**src/rtl/ccls_pkg.sv**
```systemverilog
// shared types, constants and keyword tables of the control message classifier
package ccls_pkg;

   // result queue geometry
   localparam int unsigned QUEUE_DEPTH = 4;
   localparam int unsigned QPTR_W      = $clog2(QUEUE_DEPTH);
   localparam int unsigned QCNT_W      = $clog2(QUEUE_DEPTH + 1);

   // keyword lengths
   localparam logic [4:0] LOOKUP_LEN = 5'd18;
   localparam logic [4:0] REXMIT_LEN = 5'd14;
   localparam logic [4:0] REPLY_LEN  = 5'd14;

   // port digit limits
   localparam logic [2:0] PORT_MIN_DIGITS = 3'd4;
   localparam logic [2:0] PORT_MAX_DIGITS = 3'd5;

   // character codes
   localparam logic [7:0] CH_ZERO  = 8'h30;
   localparam logic [7:0] CH_NINE  = 8'h39;
   localparam logic [7:0] CH_COMMA = 8'h2C;
   localparam logic [7:0] CH_DOT   = 8'h2E;
   localparam logic [7:0] CH_SPACE = 8'h20;
   localparam logic [7:0] CH_DEL   = 8'h7F;

   // recognizer phases
   typedef enum logic [4:0] {
      PH_START     = 5'd0,
      PH_KW_LOOKUP = 5'd1,
      PH_KW_REXMIT = 5'd2,
      PH_KW_REPLY  = 5'd3,
      PH_RX_ZERO   = 5'd4,
      PH_RX_NUM    = 5'd5,
      PH_RX_COMMA  = 5'd6,
      PH_RP_IP0    = 5'd7,
      PH_RP_IP     = 5'd8,
      PH_RP_PORT   = 5'd9,
      PH_RP_NAME0  = 5'd10,
      PH_RP_NAME   = 5'd11,
      PH_DEAD      = 5'd12,
      PH_RX_FIRST  = 5'd22
   } phase_type;

   // message kinds
   typedef enum logic [1:0] {
      KIND_LOOKUP = 2'd0,
      KIND_REXMIT = 2'd1,
      KIND_REPLY  = 2'd2,
      KIND_ERROR  = 2'd3
   } kind_type;

   // verdict handed from the front to the queue
   typedef struct packed {
      logic     valid;
      kind_type kind;
   } verdict_type;

   // queue status seen by the top level
   typedef struct packed {
      logic [QCNT_W-1:0] count;
      logic              full;
      logic              empty;
   } queue_status_type;

   function automatic logic is_digit(logic [7:0] b);
      return (b >= CH_ZERO) && (b <= CH_NINE);
   endfunction

   // lookup keyword, 18 bytes
   function automatic logic [7:0] lookup_char(logic [4:0] pos);
      logic [7:0] c;
      case (pos)
         5'd0:    c = 8'h5A;
         5'd1:    c = 8'h45;
         5'd2:    c = 8'h52;
         5'd3:    c = 8'h4F;
         5'd4:    c = 8'h5F;
         5'd5:    c = 8'h53;
         5'd6:    c = 8'h45;
         5'd7:    c = 8'h56;
         5'd8:    c = 8'h45;
         5'd9:    c = 8'h4E;
         5'd10:   c = 8'h5F;
         5'd11:   c = 8'h43;
         5'd12:   c = 8'h4F;
         5'd13:   c = 8'h4D;
         5'd14:   c = 8'h45;
         5'd15:   c = 8'h5F;
         5'd16:   c = 8'h49;
         5'd17:   c = 8'h4E;
         default: c = 8'h00;
      endcase
      return c;
   endfunction

   // retransmit keyword with its trailing space, 14 bytes
   function automatic logic [7:0] rexmit_char(logic [4:0] pos);
      logic [7:0] c;
      case (pos)
         5'd0:    c = 8'h4C;
         5'd1:    c = 8'h4F;
         5'd2:    c = 8'h55;
         5'd3:    c = 8'h44;
         5'd4:    c = 8'h45;
         5'd5:    c = 8'h52;
         5'd6:    c = 8'h5F;
         5'd7:    c = 8'h50;
         5'd8:    c = 8'h4C;
         5'd9:    c = 8'h45;
         5'd10:   c = 8'h41;
         5'd11:   c = 8'h53;
         5'd12:   c = 8'h45;
         5'd13:   c = 8'h20;
         default: c = 8'h00;
      endcase
      return c;
   endfunction

   // reply keyword with its trailing space, 14 bytes
   function automatic logic [7:0] reply_char(logic [4:0] pos);
      logic [7:0] c;
      case (pos)
         5'd0:    c = 8'h42;
         5'd1:    c = 8'h4F;
         5'd2:    c = 8'h52;
         5'd3:    c = 8'h45;
         5'd4:    c = 8'h57;
         5'd5:    c = 8'h49;
         5'd6:    c = 8'h43;
         5'd7:    c = 8'h5A;
         5'd8:    c = 8'h5F;
         5'd9:    c = 8'h48;
         5'd10:   c = 8'h45;
         5'd11:   c = 8'h52;
         5'd12:   c = 8'h45;
         5'd13:   c = 8'h20;
         default: c = 8'h00;
      endcase
      return c;
   endfunction

endpackage

```
**src/rtl/ccls_recognizer.sv**
```systemverilog
// front end: byte-wise grammar recognizer that issues a verdict on the last byte
module ccls_recognizer (
   input  logic                  clock,
   input  logic                  reset,
   input  logic                  take,
   input  logic [7:0]            data_byte,
   input  logic                  is_last,
   output ccls_pkg::verdict_type verdict
);

   ccls_pkg::phase_type phase_ff, phase_in, adv_phase;
   logic [4:0]          kwpos_ff, kwpos_in, adv_pos;
   logic [2:0]          portcnt_ff, portcnt_in, adv_cnt;

   // advance the recognizer by one byte
   always_comb begin
      adv_phase = phase_ff;
      adv_pos   = kwpos_ff;
      adv_cnt   = portcnt_ff;
      unique case (phase_ff)
         ccls_pkg::PH_START: begin
            adv_pos = 5'd1;
            priority if (data_byte == ccls_pkg::lookup_char(5'd0)) begin
               adv_phase = ccls_pkg::PH_KW_LOOKUP;
            end else if (data_byte == ccls_pkg::rexmit_char(5'd0)) begin
               adv_phase = ccls_pkg::PH_KW_REXMIT;
            end else if (data_byte == ccls_pkg::reply_char(5'd0)) begin
               adv_phase = ccls_pkg::PH_KW_REPLY;
            end else begin
               adv_phase = ccls_pkg::PH_DEAD;
            end
         end
         ccls_pkg::PH_KW_LOOKUP: begin
            if (kwpos_ff < ccls_pkg::LOOKUP_LEN &&
                data_byte == ccls_pkg::lookup_char(kwpos_ff)) begin
               adv_pos = kwpos_ff + 5'd1;
            end else begin
               adv_phase = ccls_pkg::PH_DEAD;
            end
         end
         ccls_pkg::PH_KW_REXMIT: begin
            if (kwpos_ff < ccls_pkg::REXMIT_LEN &&
                data_byte == ccls_pkg::rexmit_char(kwpos_ff)) begin
               adv_pos = kwpos_ff + 5'd1;
               if (kwpos_ff + 5'd1 == ccls_pkg::REXMIT_LEN) begin
                  adv_phase = ccls_pkg::PH_RX_FIRST;
               end
            end else begin
               adv_phase = ccls_pkg::PH_DEAD;
            end
         end
         ccls_pkg::PH_KW_REPLY: begin
            if (kwpos_ff < ccls_pkg::REPLY_LEN &&
                data_byte == ccls_pkg::reply_char(kwpos_ff)) begin
               adv_pos = kwpos_ff + 5'd1;
               if (kwpos_ff + 5'd1 == ccls_pkg::REPLY_LEN) begin
                  adv_phase = ccls_pkg::PH_RP_IP0;
               end
            end else begin
               adv_phase = ccls_pkg::PH_DEAD;
            end
         end
         // first number of the list may be a lone zero
         ccls_pkg::PH_RX_FIRST: begin
            priority if (data_byte == ccls_pkg::CH_ZERO) begin
               adv_phase = ccls_pkg::PH_RX_ZERO;
            end else if (ccls_pkg::is_digit(data_byte)) begin
               adv_phase = ccls_pkg::PH_RX_NUM;
            end else begin
               adv_phase = ccls_pkg::PH_DEAD;
            end
         end
         ccls_pkg::PH_RX_ZERO: begin
            adv_phase = (data_byte == ccls_pkg::CH_COMMA) ? ccls_pkg::PH_RX_COMMA
                                                          : ccls_pkg::PH_DEAD;
         end
         ccls_pkg::PH_RX_NUM: begin
            if (data_byte == ccls_pkg::CH_COMMA) begin
               adv_phase = ccls_pkg::PH_RX_COMMA;
            end else if (!ccls_pkg::is_digit(data_byte)) begin
               adv_phase = ccls_pkg::PH_DEAD;
            end
         end
         ccls_pkg::PH_RX_COMMA: begin
            adv_phase = (ccls_pkg::is_digit(data_byte) && data_byte != ccls_pkg::CH_ZERO)
                        ? ccls_pkg::PH_RX_NUM : ccls_pkg::PH_DEAD;
         end
         ccls_pkg::PH_RP_IP0: begin
            adv_phase = (ccls_pkg::is_digit(data_byte) || data_byte == ccls_pkg::CH_DOT)
                        ? ccls_pkg::PH_RP_IP : ccls_pkg::PH_DEAD;
         end
         ccls_pkg::PH_RP_IP: begin
            if (data_byte == ccls_pkg::CH_SPACE) begin
               adv_phase = ccls_pkg::PH_RP_PORT;
               adv_cnt   = 3'd0;
            end else if (!ccls_pkg::is_digit(data_byte) && data_byte != ccls_pkg::CH_DOT) begin
               adv_phase = ccls_pkg::PH_DEAD;
            end
         end
         // port: no leading zero, four or five digits
         ccls_pkg::PH_RP_PORT: begin
            if (ccls_pkg::is_digit(data_byte)) begin
               if ((portcnt_ff == 3'd0 && data_byte == ccls_pkg::CH_ZERO) ||
                   portcnt_ff >= ccls_pkg::PORT_MAX_DIGITS) begin
                  adv_phase = ccls_pkg::PH_DEAD;
               end else begin
                  adv_cnt = portcnt_ff + 3'd1;
               end
            end else if (data_byte == ccls_pkg::CH_SPACE &&
                         portcnt_ff >= ccls_pkg::PORT_MIN_DIGITS) begin
               adv_phase = ccls_pkg::PH_RP_NAME0;
            end else begin
               adv_phase = ccls_pkg::PH_DEAD;
            end
         end
         ccls_pkg::PH_RP_NAME0, ccls_pkg::PH_RP_NAME: begin
            adv_phase = (data_byte >= ccls_pkg::CH_SPACE && data_byte <= ccls_pkg::CH_DEL)
                        ? ccls_pkg::PH_RP_NAME : ccls_pkg::PH_DEAD;
         end
         default: begin
            adv_phase = ccls_pkg::PH_DEAD;
         end
      endcase
   end

   // next state: advance on each transaction, restart after the last byte
   always_comb begin
      phase_in   = phase_ff;
      kwpos_in   = kwpos_ff;
      portcnt_in = portcnt_ff;
      if (take) begin
         if (is_last) begin
            phase_in   = ccls_pkg::PH_START;
            kwpos_in   = 5'd0;
            portcnt_in = 3'd0;
         end else begin
            phase_in   = adv_phase;
            kwpos_in   = adv_pos;
            portcnt_in = adv_cnt;
         end
      end
   end

   // verdict of the advanced state
   always_comb begin
      verdict.valid = take & is_last;
      priority if (adv_phase == ccls_pkg::PH_KW_LOOKUP && adv_pos == ccls_pkg::LOOKUP_LEN) begin
         verdict.kind = ccls_pkg::KIND_LOOKUP;
      end else if (adv_phase == ccls_pkg::PH_RX_ZERO || adv_phase == ccls_pkg::PH_RX_NUM) begin
         verdict.kind = ccls_pkg::KIND_REXMIT;
      end else if (adv_phase == ccls_pkg::PH_RP_NAME) begin
         verdict.kind = ccls_pkg::KIND_REPLY;
      end else begin
         verdict.kind = ccls_pkg::KIND_ERROR;
      end
   end

   // state registers
   always_ff @(posedge clock) begin
      if (reset) begin
         phase_ff   <= ccls_pkg::PH_START;
         kwpos_ff   <= 5'd0;
         portcnt_ff <= 3'd0;
      end else begin
         phase_ff   <= phase_in;
         kwpos_ff   <= kwpos_in;
         portcnt_ff <= portcnt_in;
      end
   end

endmodule

```
**src/rtl/ccls_queue.sv**
```systemverilog
// small verdict queue between the recognizer and the output stage
module ccls_queue (
   input  logic                       clock,
   input  logic                       reset,
   input  ccls_pkg::verdict_type      push_verdict,
   input  logic                       pop,
   output ccls_pkg::kind_type         head_kind,
   output ccls_pkg::queue_status_type status
);

   ccls_pkg::kind_type                entry_ff [ccls_pkg::QUEUE_DEPTH];
   logic [ccls_pkg::QPTR_W-1:0]       wptr_ff, wptr_in;
   logic [ccls_pkg::QPTR_W-1:0]       rptr_ff, rptr_in;
   logic [ccls_pkg::QCNT_W-1:0]       count_ff, count_in;
   logic                              do_push, do_pop;

   // status and head
   assign status.count = count_ff;
   assign status.full  = (count_ff == ccls_pkg::QCNT_W'(ccls_pkg::QUEUE_DEPTH));
   assign status.empty = (count_ff == '0);
   assign head_kind    = entry_ff[rptr_ff];

   assign do_push = push_verdict.valid & ~status.full;
   assign do_pop  = pop & ~status.empty;

   // pointer and count update
   always_comb begin
      wptr_in  = do_push ? wptr_ff + ccls_pkg::QPTR_W'(1) : wptr_ff;
      rptr_in  = do_pop  ? rptr_ff + ccls_pkg::QPTR_W'(1) : rptr_ff;
      count_in = count_ff;
      if (do_push && !do_pop) begin
         count_in = count_ff + ccls_pkg::QCNT_W'(1);
      end else if (do_pop && !do_push) begin
         count_in = count_ff - ccls_pkg::QCNT_W'(1);
      end
   end

   always_ff @(posedge clock) begin
      if (reset) begin
         wptr_ff  <= '0;
         rptr_ff  <= '0;
         count_ff <= '0;
      end else begin
         wptr_ff  <= wptr_in;
         rptr_ff  <= rptr_in;
         count_ff <= count_in;
      end
   end

   // entry storage
   always_ff @(posedge clock) begin
      if (do_push) begin
         entry_ff[wptr_ff] <= push_verdict.kind;
      end
   end

endmodule

```
**src/rtl/ccls_out_stage.sv**
```systemverilog
// back end: output register that presents the oldest verdict on the result side
module ccls_out_stage (
   input  logic               clock,
   input  logic               reset,
   input  logic               queue_empty,
   input  ccls_pkg::kind_type queue_kind,
   output logic               queue_pop,
   output logic               rsp_empty,
   input  logic               rsp_pop,
   output logic [1:0]         rsp_message_kind
);

   logic               valid_ff, valid_in;
   ccls_pkg::kind_type kind_ff, kind_in;

   // refill when the register is free or its transaction completes
   assign queue_pop = ~queue_empty & (~valid_ff | rsp_pop);

   always_comb begin
      valid_in = valid_ff;
      kind_in  = kind_ff;
      if (queue_pop) begin
         valid_in = 1'b1;
         kind_in  = queue_kind;
      end else if (rsp_pop) begin
         valid_in = 1'b0;
      end
   end

   always_ff @(posedge clock) begin
      if (reset) begin
         valid_ff <= 1'b0;
      end else begin
         valid_ff <= valid_in;
      end
   end

   always_ff @(posedge clock) begin
      kind_ff <= kind_in;
   end

   assign rsp_empty        = ~valid_ff;
   assign rsp_message_kind = kind_ff;

endmodule

```
**src/rtl/control_message_classifier.sv**
```systemverilog
// top level of the control message classifier
//
// Request side: one message byte per transaction on req_data_byte, with
// req_is_last high on its final byte. A byte is taken at a clock edge with
// req_push high and req_full low. Bytes may follow each other in every cycle.
// Response side: one message kind per message (0 lookup, 1 rexmit, 2 reply,
// 3 error), shown while rsp_empty is low and taken at an edge with rsp_pop
// high. Non-final bytes give no response.
// The kind of a message is pushed into the queue at the edge that takes its
// last byte and moves into the output register once that is free or drained.
// Throughput is one byte per cycle while req_full stays low; the result side
// drains one kind per cycle while rsp_pop is held high.
// A four-entry queue plus the output register hold finished kinds; when the
// receiver stalls and the queue fills, req_full rises and input stalls too,
// with the partially parsed message kept in the recognizer.
// Reset clears the recognizer to the start of a message and empties the
// queue and the output register.
module control_message_classifier (
   input  logic       clock,
   input  logic       reset,
   input  logic       req_push,
   output logic       req_full,
   input  logic [7:0] req_data_byte,
   input  logic       req_is_last,
   output logic       rsp_empty,
   input  logic       rsp_pop,
   output logic [1:0] rsp_message_kind
);

   logic                       take;
   ccls_pkg::verdict_type      verdict;
   ccls_pkg::kind_type         head_kind;
   ccls_pkg::queue_status_type qstat;
   logic                       queue_pop;

   // input transaction
   assign take     = req_push & ~req_full;
   assign req_full = qstat.full;

   ccls_recognizer u_front (
      .clock     (clock),
      .reset     (reset),
      .take      (take),
      .data_byte (req_data_byte),
      .is_last   (req_is_last),
      .verdict   (verdict)
   );

   ccls_queue u_queue (
      .clock        (clock),
      .reset        (reset),
      .push_verdict (verdict),
      .pop          (queue_pop),
      .head_kind    (head_kind),
      .status       (qstat)
   );

   ccls_out_stage u_back (
      .clock            (clock),
      .reset            (reset),
      .queue_empty      (qstat.empty),
      .queue_kind       (head_kind),
      .queue_pop        (queue_pop),
      .rsp_empty        (rsp_empty),
      .rsp_pop          (rsp_pop),
      .rsp_message_kind (rsp_message_kind)
   );

   // queue never overfills
   a_count_bound: assert property (@(posedge clock) disable iff (reset)
      qstat.count <= ccls_pkg::QCNT_W'(ccls_pkg::QUEUE_DEPTH))
      else $error("verdict queue count above depth");

   // a final byte always leaves a kind somewhere downstream
   a_last_held: assert property (@(posedge clock) disable iff (reset)
      take && req_is_last |=> !(qstat.empty && rsp_empty))
      else $error("final byte produced no pending kind");

   // a non-final byte never adds a queue entry
   a_no_spurious: assert property (@(posedge clock) disable iff (reset)
      take && !req_is_last && !queue_pop |=> $stable(qstat.count))
      else $error("non-final byte changed queue occupancy");

   // a kind is moved into the output register only when it is free or drained
   a_refill_ok: assert property (@(posedge clock) disable iff (reset)
      queue_pop |-> (rsp_empty || rsp_pop))
      else $error("output register overwritten while held");

endmodule
```
**config.mk**
```make
export PLATFORM = sky130hd
export DESIGN_NAME = control_message_classifier
export DESIGN_NICKNAME = d
export VERILOG_FILES = /design/src/rtl/ccls_pkg.sv /design/src/rtl/ccls_recognizer.sv /design/src/rtl/ccls_queue.sv /design/src/rtl/ccls_out_stage.sv /design/src/rtl/control_message_classifier.sv
export SDC_FILE = /design/constraint.sdc
export NUM_CORES = 1
export LEC_CHECK = 0
export BUFFER_PORTS_ARGS = -buffer_cell sky130_fd_sc_hd__buf_2
export CAP_MARGIN = 40
export CORE_MARGIN = 10
export CORE_UTILIZATION = 41
export CTS_CLUSTER_SIZE = 40
export DETAILED_ROUTE_END_ITERATION = 16
export PLACE_DENSITY = 0.6
export SYNTH_ARGS = -nofsm -noshare
export SYNTH_HDL_FRONTEND = slang
export SYNTH_SLANG_ARGS = --single-unit
export TNS_END_PERCENT = 30
```
**constraint.sdc**
```tcl
create_clock -name clock -period 5.8 [get_ports clock]
set_input_delay 0.58 -clock clock [delete_from_list [all_inputs] [get_ports clock]]
set_output_delay 0.58 -clock clock [all_outputs]
set_load 0.02 [all_outputs]
```
== Word level (Yosys, flattened, before mapping) ==
Memory sizes are Yosys's and may differ from the RTL's. A register that Yosys moved wholly into a read port is not among the register bits.
Cells that the tools add are included.
Storage, ports and cells
  bits of input ports: 13
  ROM bits: 416
  bits in registers: 21
  word-level logic and storage cells: 147
  RAM bits: 8
  memories: 4
Cells by class
  reductions and logical operators: 26
  equal/unequal tests: 34
  $lt $le $gt $ge: 8
  multiplexer cells: 53
  $add $sub $neg: 6
  bitwise logic cells: 9
Memory list
  (no name shown): depth 32, bits a word 6, rd ports 1, clocked after Yosys merged registers in 1, wr ports 0, line ccls_pkg.sv:72  | case (pos)
  (no name shown): depth 16, bits a word 7, rd ports 1, clocked after Yosys merged registers in 1, wr ports 0, line ccls_pkg.sv:99  | case (pos)
  (no name shown): depth 16, bits a word 7, rd ports 1, clocked after Yosys merged registers in 1, wr ports 0, line ccls_pkg.sv:122  | case (pos)
  u_queue.entry_ff: depth 4, bits a word 2, rd ports 1, clocked after Yosys merged registers in 1, wr ports 1, line ccls_queue.sv:11  | ccls_pkg::kind_type entry_ff [ccls_pkg::QUEUE_DEPTH];
Operators by type and width (count)
  2-to-1 mux 5 bit: 21
  one-hot mux 5 bit (12 select lines): 1
  2-to-1 mux 8 bit: 5
  == test 8 x 6 -> 1 bit (second input constant): 4
  2-to-1 mux 4 bit: 8
  == test 5 x 3 -> 1 bit (second input constant): 6
  == test 5 x 4 -> 1 bit (second input constant): 6
  2-to-1 mux 3 bit: 9
  == test 8 x 7 -> 1 bit (second input constant): 3
  == test 8 bit: 3
  one-hot mux 5 bit (4 select lines): 1
  greater-or-equal comparator 8 x 6 -> 1 bit (second input constant): 2
  inequality test 8 x 6 -> 1 bit (second input constant): 2
  logical AND 1 bit: 12
  == test 5 x 1 -> 1 bit (second input constant): 2
  == test 5 x 2 -> 1 bit (second input constant): 2
  == test 5 bit (second input constant): 2
  <= comparator 8 x 6 -> 1 bit (second input constant): 1
  <= comparator 8 x 7 -> 1 bit (second input constant): 1
  adder 3 x 1 -> 3 bit (second input constant): 2
  greater-or-equal comparator 3 bit (second input constant): 2
  logical NOT 3 bit: 2
  inequality test 3 x 2 -> 1 bit (second input constant): 2
  one-hot mux 3 bit (2 select lines): 1
  19 further kinds: 36

== Longest topological paths before layout ==
Gate-level depths: netlist (run 1).
  depth in word-level cells: 11
  gate-level depth with buffers: 14

== Cells and area by module ==
From an unflattened synthesis (run 1), not the netlist that was laid out.
Unflattened totals
  cell total of the unflattened synthesis: 439
  area total of the unflattened synthesis: 3712.3 um^2
Modules (own cells, without submodules)
  ccls_recognizer: instances 1, cells each 373, area an instance 2831.5 um^2
  ccls_queue: instances 1, cells each 58, area an instance 762.0 um^2
  ccls_out_stage: instances 1, cells each 7, area an instance 105.1 um^2
  control_message_classifier: instances 1, cells each 1, area an instance 13.8 um^2

== Worst setup path after synthesis (run 1) ==
OpenSTA, ideal clock, no wires.
  path type: input-to-reg
  from: input port req_data_byte[2]
  to: register (tool-made name)
  path buffers: 1
  stages on the path: 13
  arrival: 3777 ps
  setup slack: 1902 ps
  cell sequence: buf_6 nor4b_1 a32oi_1 a211oi_2 nand3_1 a311oi_1 a22oi_1 nor2_1 inv_1 ha_1 nor4b_1 a311o_1 a221o_1
RTL lines
  start, declared: line control_message_classifier.sv:23  | input logic [7:0] req_data_byte,

==> results.md, run 1 <==
- Status: finished clean
- First-pass GRT wire length: 14.02 mm
- Leading area contributor after synthesis: dfxtp_1
- Worst Path Max Fanout: 16
- Setup TNS: 0 ns
- Final Max Tran Viols: 0
- Synth cell types: 75
- Fraction of the yosys area taken by sequential cells: 30.65%
- HPWL Detailed: 6.368 mm
- Pre-CTS WS: 1.270 ns
- Yosys reg bits: 49
- Setup ws final: 1.353 ns
- Total clock sinks: 49
- Power density cells: 248.3 nW/um^2
- Reg clk slew, reported paths: 0.10 ns
- Number of CTS-inserted buffers: 5
- Die Y: 112.8 microns
- Die Wd: 112.8 microns
- R2R depth: 11
- Yosys warns: 0
- Final setup viols: 0
- Synth top area cells: dfxtp_1, edfxtp_1, ha_1
- Clock Latency Late Sink: 0.31 ns
- Avg Synthesized Cell Area: 8.398 sq um
- Worst vdd ir: ~0.10 mV
- Avg WL per Cell: 16.22 microns
- CP endpoint kind: register
- Crit Path Class: register to register
- Synthesized Nets: 452
- EDFF count, synth: 10
- RePlAce Congestion: 0.9270
- Layout overhead on the synthesized area: 3.299%
- Total wire length: around 8.5 mm
- Ys flop type: dfxtp_1
- Hold-fix buffers, CTS: 0
- GRT Max-Usage Layer: met2
- Fmax: around 220 MHz
- DRC: 0
- Initial antenna violation count: 0
- CTS root buf: clkbuf_8
- Final Cell Area: 3643 sq um
- RSZ-0062 raised after global routing: false
- Die area: about 13000 sq um
- Leak: about 1.4 nW
- Multi-input logic area: 2175 sq um
- Hold WC Path Type: register to register
- CTS tree: yes
- Most frequent cells after synthesis: nor2_1, dfxtp_1, nand2_1
- Min cycle time layout: 4.447 ns
- Share of the synthesized area in the top cell type: 22.14%
- H-tree lvl count: 2
- Grt ovf: 0
- WP data required: 5.99 ns
- DR pass1 iterations: 5
- Met3 GRT Util: 1.638%
- Diode count: 0
- Hold Path Cell Cnt: 2
- CTS resizes: 0
- CORE AREA: around 8300 sq um
- Max_cap viols: 0
- Mapped Cells: 420
- Vias per Instance: 5.798
- Worst slew pin tran: 0.8210 ns
- Mapped cell area: 3527 sq um
- Clk buf depth: 2
- # IOs: 17
- Fillers: about 840
- Crit path launch type: register
- First DRT Iteration DRCs: 259
- Reg area: 1081 sq um
- Fin. Hold Viols: 0
- Layout cells sized above 1: 10.98%
- CP arrival: roughly 4.6 ns
- Async SR Flop Fraction: 0%
- Antenna viol nets, final: 0
- Met1 global-route usage: about 18%
- Post-DP Area: 3553 sq um
- Overall Global Routing Usage: a little over an eighth
- Count of nets after finishing: 450
- Grt met2 use: between 20 and 25%
- Final Skew: approximately 0.011 ns
- Most common cell in the netlist: nor2_1
- Max_slew headroom: a little under half
- Std cell rows: 33
- Postcts setup bufs: 0
- Vias: about 3000
- Tcrit/Tclk final: between 70% and 80%
- Largest net degree at the start of global routing: 30
- Vias in the first global route: 2816
- Initial Util: 42.50%
- Port bufs: 16
-- placed cells by master, fill, tap and decap left out, drive strengths merged, types with 12 or more instances in the layout --
| cell | n |
|---|---|
| dfxtp | 39 |
| a21oi | 27 |
| nor2 | 42 |
| o21ai | 20 |
| nand2 | 30 |
| nor3 | 12 |
| inv | 23 |
| nand3 | 17 |
| buf | 16 |
| xnor2 | 20 |
| ha | 18 |
-- through the flow --
step	total power, mW	hold slack (ns)	instances	util, %
6_report	0.9047	0.4932	524	43.90
5_1_grt	0.9725	0.5321	524	43.90
4_1_cts	0.9126	0.4968	524	43.90
3_5_place_dp	0.7061	0.4822	516	42.82
3_3_place_gp	0.7043	0.4776	516	42.82
2_1_floorplan	0.6465	0.4576	420	-
-- worst max-delay path, stage by stage, from the launching register on --
cell and delay (ns):
dfxtp_1 0.72, nor2_1 0.11, o32ai_1 0.45, nand3b_1 0.31
a311oi_1 0.53, a22oi_1 0.28, nor2_1 0.45, inv_1 0.20
ha_1 0.43, nor4b_1 0.18, a311o_1 0.34, a221o_1 0.34
-- layout make-up --
cell class                 count  area share (%)
clock buffer                   5           1.889
clock inverter                 3          0.5838
inverter                      23           2.370
multi-input combinational    323           59.68
sequential                    49           29.67
tap                          105           3.606
timing repair buffer          16           2.198
-- final timing paths --
check             slack [ns]               endpoint             startpoint
setup / recovery        1.35               register    u_front.kwpos_ff[4]
hold / removal          0.49  u_front.portcnt_ff[1]  u_front.portcnt_ff[1]
setup reg to reg        1.35               register    u_front.kwpos_ff[4]
hold reg to reg         0.49  u_front.portcnt_ff[1]  u_front.portcnt_ff[1]
-- logic make-up (layout without fill, tap and decap cells) --
logic type | Yosys count | count (layout) | share of synthesized area [%]
buffers and inverters | 48 | 47 | 7.697
xor gates and xnor gates | 27 | 27 | 6.705
adders and majority gates | 19 | 19 | 6.953
AOI/OAI and AO/OA | 99 | 99 | 19.33
and+or+nand+nor | 170 | 170 | 25.61
DFF | 49 | 49 | 30.65
muxes | 8 | 8 | 3.051
-- per-layer routing --
metal | share of wire, % | vias to the layer above
met5 | 0 | -
met2 | 45 | 101
met3 | 5.3 | 13
met4 | 2.2 | 0
li1 | - | 1509
met1 | 48 | 1415
-- report_power, final --
group / internal, mW / switching, mW / total, mW
clock: 0.0858 / 0.120 / 0.205
combinational: 0.113 / 0.158 / 0.270
sequential: 0.394 / 0.0352 / 0.429
total: 0.592 / 0.313 / 0.905
(Power assumes the default switching activity.)
==> run 2: changes to the inputs <==
==> constraint.sdc (replaced) <==
create_clock -name clock -period 4.1 [get_ports clock]
set_input_delay 0.41 -clock clock [delete_from_list [all_inputs] [get_ports clock]]
set_output_delay 0.41 -clock clock [all_outputs]
set_load 0.02 [all_outputs]
==> results.md, run 2 (synthesized netlist as in run 1, its figures left out) <==
- Final Cell Area: 3742 sq um
- HPWL Detailed: 6.642 mm
- Initial antenna violation count: 0
- Power density cells: about 370 nW/um^2
- Clk buf depth: 2
- Post-DP Area: 3598 sq um
- Min cycle time layout: 3.707 ns
- Die Y: 112.8 microns
- Port bufs: 16
- Hold Path Cell Cnt: 3
- Status: finished clean
- Clock Latency Late Sink: 0.31 ns
- Commonest non-fill, non-tap cell in the layout: nor2_1
- CORE AREA: 8299 sq um
- Hold WC Path Type: input pin to register
- Worst vdd ir: 0.1781 mV
- Worst slew pin tran: slightly above 0.7 ns
- Crit Path Class: register to register
- CTS tree: yes
- Leak: 1.435 nW
- Vias: between 3000 and 4000
- Vias in the first global route: 2898
- RSZ-0062 raised after global routing: false
- Hold Path Origin: rsp_pop
- Diode count: 0
- WP data required: approximately 4.3 ns
- Final setup viols: 0
- Tcrit/Tclk final: around nine tenths
- Layout overhead on the synthesized area: 6.101%
- Final Non-Filler Cells: 530
- Final Max Tran Viols: 0
- Max_slew headroom: 51.72%
- Fillers: 819
- Pre-CTS WS: 0.2524 ns
- First DRT Iteration DRCs: 277
- Count of nets after finishing: 456
- Final Power: 1.403 mW
- Worst Path Max Fanout: 9
- Total clock sinks: between 40 and 50
- First-pass GRT wire length: 14.59 mm
- CP endpoint kind: register
- Setup ws final: 0.3930 ns
- Grt ovf: 0
- DR pass1 iterations: 5
- R2R depth: 12
- Die area: between 10000 and 15000 sq um
- CTS root buf: clkbuf_8
- Commonest non-fill, non-tap cells in the layout: nor2_1, dfxtp_1, nand2_1, a21oi_1, inv_1
- Avg WL per Cell: 16.42 microns
- Overall Global Routing Usage: 13.48%
- # IOs: 17
- DRC: 0
- Dpl cells: between 500 and 600
- Std cell rows: 33
- Hold endpoint: u_back.valid_ff
- Initial Util: 42.50%
- Vias per Instance: ~5.8
- H-tree lvl count: 2
- Layout cells sized above 1: between 10 and 15%
- Die Wd: roughly 110 microns
- Final Skew: 0.01053 ns
- Hold Slack: 0.4015 ns
- Fmax: between 200 and 300 MHz
- Setup TNS: 0 ns
- Core Util, Final: 45.09%
- Worst reg2reg startpoint: u_front.kwpos_ff[3]
- Number of CTS-inserted buffers: 5
- Crit path launch type: register
- Antenna viol nets, final: 0
- Largest net degree at the start of global routing: 30
- Total wire length: 8.702 mm
- Fin. Hold Viols: 0
- Reg clk slew, reported paths: 0.09 ns
- RePlAce Congestion: 0.8914
- CP arrival: 3.90 ns
- Max_cap viols: 0
- Register-to-Register Setup Slack: roughly 0.4 ns
## run 2: changes by cell type in the layout (fill, tap and decap cells not counted), sizes merged
cell / change
buf: +6
clkinvlp: -1
clkinv: -1
bufinv: +2
## run 2: critical path: stages (launching register included)
cell and delay, ns:
dfxtp_1 0.41, a311oi_1 0.33, nand2_1 0.15, a211oi_2 0.41, nand3_1 0.16, a311oi_2 0.42, a22oi_1 0.17, nor2_1 0.15
inv_1 0.11, ha_1 0.40, nor4b_1 0.18, a311o_1 0.35, a221o_1 0.35
## run 2: power by group
part	leakage [nW]	switching (mW)	internal [mW]
Sequential	0.405	0.0504	0.557
Combinational	0.961	0.228	0.160
Clock	0.0687	0.162	0.245
Total	1.43	0.440	0.962
## run 2: cell type report
cell class | instances | area, sq um | share of cell area, %
multi-input cells | 323 | 2181 | 58.27
well taps | 105 | 131.4 | 3.511
inverters | 23 | 86.33 | 2.307
clock buffers | 5 | 68.82 | 1.839
clock inverters | 3 | 68.82 | 1.839
repair buffers | 22 | 125.1 | 3.343
flip-flops and latches | 49 | 1081 | 28.89
## run 2: worst max-delay path by stage
stage	start	endpoint	cells past startpoint
finish	u_front.kwpos_ff[3]	register	12
global route	u_front.kwpos_ff[3]	register	12
CTS	u_front.kwpos_ff[3]	register	12
detailed placement	req_data_byte[2]	register	13
global placement	req_data_byte[2]	register	13
floorplan	req_data_byte[2]	register	13
## run 2: layer usage
metal | wire length, microns | vias to the layer above | global-route usage (%)
met2 | 4050 | 92 | 21.12
met4 | 167 | 0 | 4.484
li1 | - | 1526 | -
met3 | 413 | 14 | 1.743
met1 | 4071 | 1418 | 18.58
met5 | 0 | - | 0
## run 2: what timing repair did
item / in CTS / in global routing
hold buffers: 0 / 0
setup buffers: 0 / 0
setup endpoints to repair: 0 / 1
resized for setup: 0 / 1
